[src/design/cbd_pkg.sv]
// shared types and constants for the cpu bus decoder
// no dependencies
`timescale 1ns / 1ps

package cbd_pkg;

  // default work ram size in bytes
  localparam int unsigned RAM_BYTES_DEF = 2048;

  // width of the ram mirror window (0x0000..0x1FFF)
  localparam int unsigned MIRROR_W = 13;

  // address map
  localparam logic [15:0] ADDR_RAM_END = 16'h1FFF;
  localparam logic [15:0] ADDR_PPU_END = 16'h3FFF;
  localparam logic [15:0] ADDR_DMA     = 16'h4014;
  localparam logic [15:0] ADDR_PAD1    = 16'h4016;
  localparam logic [15:0] ADDR_PAD2    = 16'h4017;
  localparam logic [15:0] ADDR_IO_END  = 16'h401F;
  localparam logic [15:0] ADDR_CART    = 16'h8000;

  // bus latch bits kept on a pad read
  localparam logic [7:0] LATCH_KEEP_MASK = 8'hE0;

  typedef enum logic [2:0] {
    TGT_RAM  = 3'd0,
    TGT_PPU  = 3'd1,
    TGT_PAD1 = 3'd2,
    TGT_PAD2 = 3'd3,
    TGT_IO   = 3'd4,
    TGT_DMA  = 3'd5,
    TGT_CART = 3'd6,
    TGT_NONE = 3'd7
  } tgt_e;

  // one bus access
  typedef struct packed {
    logic       operation;
    logic [15:0] address;
    logic [7:0] write_data;
    logic [7:0] pad_one_buttons;
    logic [7:0] pad_two_buttons;
    logic [7:0] slave_data;
    logic       cart_hit;
  } cbd_in_t;

  // one decoded result
  typedef struct packed {
    logic [7:0] read_data;
    tgt_e       target;
    logic [2:0] ppu_reg_index;
    logic       ppu_write;
    logic       cart_write;
    logic       dma_start;
    logic [7:0] dma_page;
  } cbd_out_t;

  // ram access request from the core
  typedef struct packed {
    logic                rd_en;
    logic [MIRROR_W-1:0] rd_addr;
    logic                wr_en;
    logic [MIRROR_W-1:0] wr_addr;
    logic [7:0]          wr_data;
  } cbd_ram_req_t;

  // ram response to the core
  typedef struct packed {
    logic       ready;
    logic [7:0] rd_data;
  } cbd_ram_rsp_t;

endpackage

[src/design/cbd_core.sv]
// decode core: holding stage, address decode, bus latch, pad ports
// and output register; uses cbd_pkg and drives cbd_ram
`timescale 1ns / 1ps

module cbd_core (
  input  logic                  clk_i,
  input  logic                  rst_ni,
  input  logic                  in_valid_i,
  output logic                  in_ready_o,
  input  cbd_pkg::cbd_in_t      in_data_i,
  output logic                  out_valid_o,
  input  logic                  out_ready_i,
  output cbd_pkg::cbd_out_t     out_data_o,
  output cbd_pkg::cbd_ram_req_t ram_req_o,
  input  cbd_pkg::cbd_ram_rsp_t ram_rsp_i
);
  import cbd_pkg::*;

  logic     s1_valid_q;
  cbd_in_t  s1_item_q;
  logic     out_valid_q;
  cbd_out_t out_q;
  logic [7:0] latch_q, latch_d;
  logic       strobe_q, strobe_d;
  logic [7:0] shift1_q, shift1_d;
  logic [7:0] shift2_q, shift2_d;

  logic     s1_adv;
  logic     in_acc;
  logic     ram_we;
  cbd_out_t res;
  logic [15:0] a;
  logic        pad_bit;

  // handshake
  assign s1_adv     = s1_valid_q && (!out_valid_q || out_ready_i);
  assign in_ready_o = ram_rsp_i.ready && (!s1_valid_q || s1_adv);
  assign in_acc     = in_valid_i && in_ready_o;
  assign a          = s1_item_q.address;

  // decode of the held beat
  always_comb begin
    latch_d  = latch_q;
    strobe_d = strobe_q;
    shift1_d = shift1_q;
    shift2_d = shift2_q;
    ram_we   = 1'b0;
    pad_bit  = 1'b0;
    res      = '0;
    res.target = TGT_NONE;
    if (!s1_item_q.operation) begin
      if (a <= ADDR_RAM_END) begin
        latch_d    = ram_rsp_i.rd_data;
        res.target = TGT_RAM;
      end else if (a <= ADDR_PPU_END) begin
        latch_d           = s1_item_q.slave_data;
        res.target        = TGT_PPU;
        res.ppu_reg_index = a[2:0];
      end else if (a == ADDR_PAD1) begin
        if (strobe_q) begin
          pad_bit = s1_item_q.pad_one_buttons[0];
        end else begin
          pad_bit  = shift1_q[0];
          shift1_d = {1'b1, shift1_q[7:1]};
        end
        latch_d    = (latch_q & LATCH_KEEP_MASK) | {7'd0, pad_bit};
        res.target = TGT_PAD1;
      end else if (a == ADDR_PAD2) begin
        if (strobe_q) begin
          pad_bit = s1_item_q.pad_two_buttons[0];
        end else begin
          pad_bit  = shift2_q[0];
          shift2_d = {1'b1, shift2_q[7:1]};
        end
        latch_d    = (latch_q & LATCH_KEEP_MASK) | {7'd0, pad_bit};
        res.target = TGT_PAD2;
      end else if (a <= ADDR_IO_END) begin
        res.target = TGT_IO;
      end else if (s1_item_q.cart_hit) begin
        latch_d    = s1_item_q.slave_data;
        res.target = TGT_CART;
      end
    end else begin
      latch_d = s1_item_q.write_data;
      if (a <= ADDR_RAM_END) begin
        ram_we     = 1'b1;
        res.target = TGT_RAM;
      end else if (a <= ADDR_PPU_END) begin
        res.target        = TGT_PPU;
        res.ppu_reg_index = a[2:0];
        res.ppu_write     = 1'b1;
      end else if (a == ADDR_DMA) begin
        res.target    = TGT_DMA;
        res.dma_start = 1'b1;
        res.dma_page  = s1_item_q.write_data;
      end else if (a == ADDR_PAD1) begin
        if (strobe_q || s1_item_q.write_data[0]) begin
          shift1_d = s1_item_q.pad_one_buttons;
          shift2_d = s1_item_q.pad_two_buttons;
        end
        strobe_d   = s1_item_q.write_data[0];
        res.target = TGT_PAD1;
      end else if (a <= ADDR_IO_END) begin
        res.target = TGT_IO;
      end else if (a >= ADDR_CART) begin
        res.target     = TGT_CART;
        res.cart_write = 1'b1;
      end
    end
    res.read_data = latch_d;
  end

  // ram read at accept, write back when the held beat retires
  assign ram_req_o.rd_en   = in_acc;
  assign ram_req_o.rd_addr = in_data_i.address[MIRROR_W-1:0];
  assign ram_req_o.wr_en   = s1_adv && ram_we;
  assign ram_req_o.wr_addr = a[MIRROR_W-1:0];
  assign ram_req_o.wr_data = s1_item_q.write_data;

  // control and architectural state
  always_ff @(posedge clk_i or negedge rst_ni) begin
    if (!rst_ni) begin
      s1_valid_q  <= 1'b0;
      out_valid_q <= 1'b0;
      latch_q     <= 8'h00;
      strobe_q    <= 1'b0;
      shift1_q    <= 8'h00;
      shift2_q    <= 8'h00;
    end else begin
      if (in_acc) begin
        s1_valid_q <= 1'b1;
      end else if (s1_adv) begin
        s1_valid_q <= 1'b0;
      end
      if (s1_adv) begin
        out_valid_q <= 1'b1;
        latch_q     <= latch_d;
        strobe_q    <= strobe_d;
        shift1_q    <= shift1_d;
        shift2_q    <= shift2_d;
      end else if (out_ready_i) begin
        out_valid_q <= 1'b0;
      end
    end
  end

  // payload registers
  always_ff @(posedge clk_i) begin
    if (in_acc) begin
      s1_item_q <= in_data_i;
    end
    if (s1_adv) begin
      out_q <= res;
    end
  end

  assign out_valid_o = out_valid_q;
  assign out_data_o  = out_q;

endmodule

[config.mk]
export PLATFORM = sky130hd
export DESIGN_NAME = cbd_core
export DESIGN_NICKNAME = d
export VERILOG_FILES = /design/src/design/cbd_pkg.sv /design/src/design/cbd_core.sv
export SDC_FILE = /design/constraint.sdc
export NUM_CORES = 1
export LEC_CHECK = 0
export ABC_AREA = 0
export BUFFER_PORTS_ARGS = -buffer_cell sky130_fd_sc_hd__buf_2
export CORE_MARGIN = 2
export CORE_UTILIZATION = 47
export DETAILED_ROUTE_END_ITERATION = 10
export PLACE_DENSITY = 0.85
export SYNTH_ARGS = -nofsm -noshare
export SYNTH_HDL_FRONTEND = slang
export SYNTH_SLANG_ARGS = --single-unit
[constraint.sdc]
create_clock -name clk_i -period 2.81 [get_ports clk_i]
set_clock_uncertainty 0.1 [all_clocks]
set_input_delay 0.4215 -clock clk_i [delete_from_list [all_inputs] [get_ports clk_i]]
set_output_delay 0.4215 -clock clk_i [all_outputs]
set_load 0.01 [all_outputs]
# Word-level counts from Yosys, hierarchy flattened
# Index checks and enable logic that the tools add are counted.
dict set report classes {
  addsub 0
  mul 0
  div_mod_pow 0
  magnitude_cmp 4
  eq_ne 9
  n_shift 0
  muxes 68
  n_bitwise 6
  reduce_logical 21
}
# operator count
set ops {}
lappend ops {{8-bit two-way mux} 28}
lappend ops {{16-bit by 15-bit equality test with 1-bit output, second input constant} 3}
lappend ops {{3-bit two-way mux} 12}
lappend ops {{1-bit two-way mux} 23}
lappend ops {{16-bit >= comparator, second input constant} 1}
lappend ops {{16-bit by 13-bit <= comparator with 1-bit output, second input constant} 1}
lappend ops {{16-bit by 14-bit <= comparator with 1-bit output, second input constant} 1}
lappend ops {{16-bit by 15-bit <= comparator with 1-bit output, second input constant} 1}
lappend ops {{8-bit by 1-bit OR with 8-bit output} 2}
lappend ops {{14-bit two-way mux} 1}
lappend ops {{10-bit two-way mux} 1}
lappend ops {{2-bit nonzero test} 5}
lappend ops {{9-bit two-way mux} 1}
lappend ops {{9-bit AND reduction} 1}
lappend ops {{8-bit AND reduction} 1}
lappend ops {{6-bit two-way mux} 1}
lappend ops {{2-bit != test, second input constant} 3}
lappend ops {{6-bit AND reduction} 1}
lappend ops {{6-bit OR reduction} 1}
lappend ops {{1-bit logical AND} 4}
lappend ops {{4-bit two-way mux} 1}
lappend ops {{2-bit by 1-bit != test with 1-bit output, second input constant} 2}
lappend ops {{1-bit NOT} 4}
lappend ops {{4-bit OR reduction} 1}
lappend ops {{other kinds (5)} 8}
dict set report word_totals {
  ff_bits 102
  latch_bits 0
  ramBits 0
  rom_bits 0
  in_bits 63
  elab_cells 128
  memories 0
}

# Longest topological paths before layout
dict set report logic_depth {
  depth_word 12
  depth_mapped 6
  mapped_depth_nobuf 5
}

# Worst setup path before layout
# Ideal clock, no wire load.
dict set report synth_timing {
  path_type {reg2out}
  start {reg out_valid_q (netlist: out_valid_o)}
  end {out ram_req_o[35] (netlist name)}
  t_arrival_ns 2.554
  slack_ns -0.266
  stages_incl_launch_ff 5
  path_cell_list {dfrtp_1 > nor2b_1 > a21boi_0 > and2_1 > buf_4}
}
dict set report synth_via {
  elab_chain_cells 6
}
# element line
set synth_lines {}
lappend synth_lines {{from (decl)} cbd_core.sv:21} ;# logic out_valid_q;
lappend synth_lines {{from (signal assigned)} cbd_core.sv:124} ;# out_valid_q <= 1'b0;
lappend synth_lines {{from (signal assigned)} cbd_core.sv:136} ;# out_valid_q <= 1'b1;
lappend synth_lines {{from (signal assigned)} cbd_core.sv:142} ;# out_valid_q <= 1'b0;
lappend synth_lines {{1-bit zero test} cbd_core.sv:36} ;# assign s1_adv = s1_valid_q && (!out_valid_q || out_ready_i);
lappend synth_lines {{1-bit logical OR} cbd_core.sv:36}
lappend synth_lines {{1-bit logical AND} cbd_core.sv:36}
lappend synth_lines {{1-bit logical OR} cbd_core.sv:37} ;# assign in_ready_o = ram_rsp_i.ready && (!s1_valid_q || s1_adv);
lappend synth_lines {{1-bit logical AND} cbd_core.sv:37}
lappend synth_lines {{net in_ready_o} cbd_core.sv:9} ;# output logic in_ready_o,
lappend synth_lines {{1-bit logical AND} cbd_core.sv:38} ;# assign in_acc = in_valid_i && in_ready_o;
lappend synth_lines {{to (decl)} cbd_core.sv:14} ;# output cbd_pkg::cbd_ram_req_t ram_req_o,
# The timed path passes the listed nets, and every way through them passes these cells.

# Worst setup path after layout
dict set report layout_timing {
  start {reg s1_item_q (netlist bit a[14])}
  end {reg shift1_q[5]}
}
dict set report layout_via {
  elab_chain_cells 3
  elab_cells_between_ends 10
  cone_classes {order compare: 2; eq/ne: 3; bitwise: 2; reduce/logical: 3}
}
# element line
set layout_lines {}
lappend layout_lines {{from (decl)} cbd_core.sv:20} ;# cbd_in_t s1_item_q;
lappend layout_lines {{from (signal assigned)} cbd_core.sv:150} ;# s1_item_q <= in_data_i;
lappend layout_lines {{16-bit by 13-bit <= comparator with 1-bit output (tied with other cells)} {cbd_core.sv:52, cbd_core.sv:85}}
lappend layout_lines {{1-bit NOT (no source line) (tied with other cells)} n/a}
lappend layout_lines {{8-bit AND reduction (no source line) *} n/a}
lappend layout_lines {{to (signal assigned)} cbd_core.sv:139} ;# shift1_q <= shift1_d;
lappend layout_lines {{to (decl)} cbd_core.sv:25} ;# logic [7:0] shift1_q, shift1_d;
# Every way passes the cells marked *; elsewhere a longest branch is shown, timed or not.
# A chain may end at the register's enable or synchronous reset.

==> impl_metrics.json <==
{
  "outcome": "completed",
  "routed_wl_mm": 9.440,
  "cts_tree": "yes",
  "rsz0062_at_grt": "false",
  "cts_setup_buffers": 0,
  "crit_fanout": 11,
  "critPathCaptureType": "register",
  "cts-root-buf": "clkbuf_8",
  "synth_nets": 391,
  "p_per_area_mw_per_mm2": 571.4,
  "synthArstFlopShare_pct": 26.47,
  "die_area_mm2": 0.01069,
  "syn_avg_cell_area_um2": 14.15,
  "setup_tns_ps": 0,
  "p_leak_uw": 0.002235,
  "layout-drive-gt1-share_pct": 45.14,
  "switchingPower_uw": 720.8,
  "slew_viol_final": 0,
  "ir_drop_uv": 379.8,
  "wl_per_cell_um": 16.71,
  "grt_pass1_vias": 2838,
  "synthCells": 328,
  "r2r_end": "shift1_q[5]",
  "rr_worst_depth": 4,
  "clock_latency_ps": 360,
  "ys_seq_area_share_pct": 63.07,
  "clockPowerShare_pct": 31.6,
  "ant_nets": 0,
  "hold_viol": 0,
  "synth_warnings": 0,
  "layout_min_cycle_time_ps": 2599,
  "timing.rr.start": "a[14]",
  "cp_cell_sequence": "and4b_1 -> and3_1 -> or4_1 -> mux2_4",
  "critPathKind": "reg -> reg",
  "cts_max_level": 3,
  "drt-initial-drc-count": 122,
  "drv_cap": 0,
  "fp.dieW_um": 103.4,
  "sequentialPowerShare_pct": 57.6,
  "power.internal_uw": 2369,
  "critPathLaunch": "a[14]",
  "die_h_um": 103.4,
  "crit_cells": 4,
  "hold_path.class": "in -> reg",
  "coreArea_mm2": 0.009684,
  "cp_slowest_stage_delay_ps": 820,
  "ios": 126,
  "route.vias.total": 3041,
  "clockBufferDepth": 2,
  "area_delta_synth_final_pct": 16.50,
  "first_pass_iters": 4,
  "grt.total_usage_pct": 17.89,
  "switching_share_pct": 23.33,
  "totalPowerFinal_uw": 3090,
  "initial_core_util_pct": 47.93,
  "cts_resized": 0,
  "grt_max_degree": 30,
  "port_buffers": 125,
  "yosys.area.top_type_share_pct": 48.52,
  "worst_ep_arrival_time_ps": 2740,
  "cts.sinks": 102,
  "period_share_pct": 92.48,
  "num_antenna_cells": 0,
  "syn_area_mm2": 0.004642,
  "critPathRequiredTime_ps": 2950,
  "synth_ff_type": "edfxtp_1",
  "num_rows": 36,
  "cp-endpoint": "shift1_q[5]",
  "finalSetupViolCount": 0,
  "dp_hpwl_mm": 6.853,
  "synth_seq_cells": 102,
  "viasPerCell": 5.382,
  "rrSetupSlack_ps": 210,
  "slew-limit-headroom_pct": 57.90,
  "antenna_found_initial": 0,
  "synth_top_cell_by_area": "edfxtp_1",
  "place_congestion": 0.9160,
  "drc": 0,
  "hold_buffers": 1,
  "clkTransAtPathRegs_ps": 90,
  "cp.buffers_inverters": 0,
  "power_frac_comb_pct": 10.8,
  "grt_pass1_wl_mm": 14.19,
  "cp-start-kind": "register",
  "grt_overflow": 0,
  "cp_top_family": "simple AND/OR/NAND/NOR gates",
  "synth_area_leaders": "edfxtp_1 49%, dfrtp_1 15%, buf_4 6.0%",
  "max_freq_mhz": 384.8,
  "synth_edf_count": 75,
  "finish.net_count": 490,
  "cpMaxStageDelayCell": "or4_1",
  "tightest_slew_ps": 631.4,
  "ys_types": 56,
  "cts_buffers": 9
}
power by group through the flow:
stage,logic (uW),registers [uW],clock network (uW)
2_1_floorplan,203,1810,0
3_3_place_gp,319,1810,0
3_5_place_dp,333,1810,0
4_1_cts,336,1780,993
5_1_grt,368,1790,1060
6_report,334,1780,975
cell usage in the layout, fill, tap and decap left out, types with 8 or more instances in the layout:
| master | count |
|---|---|
| mux2_4 | 8 |
| mux2_2 | 24 |
| clkbuf_8 | 9 |
| and3_1 | 9 |
| a21oi_1 | 10 |
| buf_4 | 11 |
| nand2_1 | 10 |
| edfxtp_1 | 75 |
| buf_2 | 125 |
| nor2_1 | 12 |
| o21ai_0 | 14 |
| dfrtp_1 | 27 |
| nor3b_1 | 8 |
worst reg2reg max path, delay by kind of cell, from the launching register on:
family / cells / cell delay [ps]
flops: 1 / 540
simple gates: 3 / 1450
mux: 1 / 400
layout make-up:
type	count	area, um2
multi-input combinational	169	1351
fill	809	4277
sequential	102	2928
inverter	8	30.03
clock buffer	10	127.6
tap	133	166.4
clock inverter	6	86.33
timing repair buffer	137	718.2
worst min path at each step:
stage                     slack [ps]  depth (start not counted)       endpoint          start
after floorplan                   30                          0     latch_q[0]         rst_ni
after global placement           370                          1    out_valid_o         rst_ni
after detailed placement         380                          1    out_valid_o         rst_ni
after CTS                        120                          1   ram_req_o[7]  in_data_i[32]
after global routing             110                          1  s1_item_q[22]  in_data_i[22]
final                            130                          1  s1_item_q[13]  in_data_i[13]
metrics by stage:
step | worst slack [ps] | util, % | instance area (um2) | hold WS (ps) | cells
floorplan | 294.3 | - | 4643 | 25.91 | 328
global placement | 331.3 | 53.53 | 5184 | 368.6 | 548
detailed placement | 251.0 | 53.53 | 5184 | 379.1 | 548
CTS | 201.9 | 55.84 | 5408 | 115.2 | 565
global route | 102.5 | 55.84 | 5408 | 113.3 | 565
finish | 211.4 | 55.84 | 5408 | 132.5 | 565
state kept, by name, summed over array words and instances, names as in the netlist:
name,cells
s1_item_q,26
out_data_o,25
a,16
latch_q,8
ram_req_o,8
shift1_q,8
shift2_q,8
out_valid_o,1
s1_valid_q,1
strobe_q,1
per-layer routing:
layer	routed length [um]	track usage, %	vias to the layer above
li1	-	-	1406
met1	3906	23.61	1463
met2	4596	28.24	149
met3	713	3.629	23
met4	223	9.109	0
met5	0	0	-
cell families (layout without fill, tap and decap cells):
family / count (synthesis) / in the layout / share of synthesized area [%]
DFF: 102 / 102 / 63.07
and+or+nand+nor: 74 / 74 / 9.838
AOI/OAI and AO/OA: 61 / 61 / 10.14
buffers and inverters: 57 / 161 / 7.844
muxes: 34 / 34 / 9.111
cells in the mapped netlist, types with 7 or more instances:
| library cell | count |
|---|---|
| a21oi_1 | 10 |
| and2_1 | 7 |
| and3_1 | 9 |
| buf_4 | 37 |
| clkbuf_1 | 8 |
| dfrtp_1 | 27 |
| edfxtp_1 | 75 |
| inv_1 | 7 |
| mux2_2 | 24 |
| mux2_4 | 8 |
| nand2_1 | 10 |
| nor2_1 | 12 |
| nor3b_1 | 8 |
| o21ai_0 | 14 |
No activity file was read; power rests on OpenSTA's default activity.
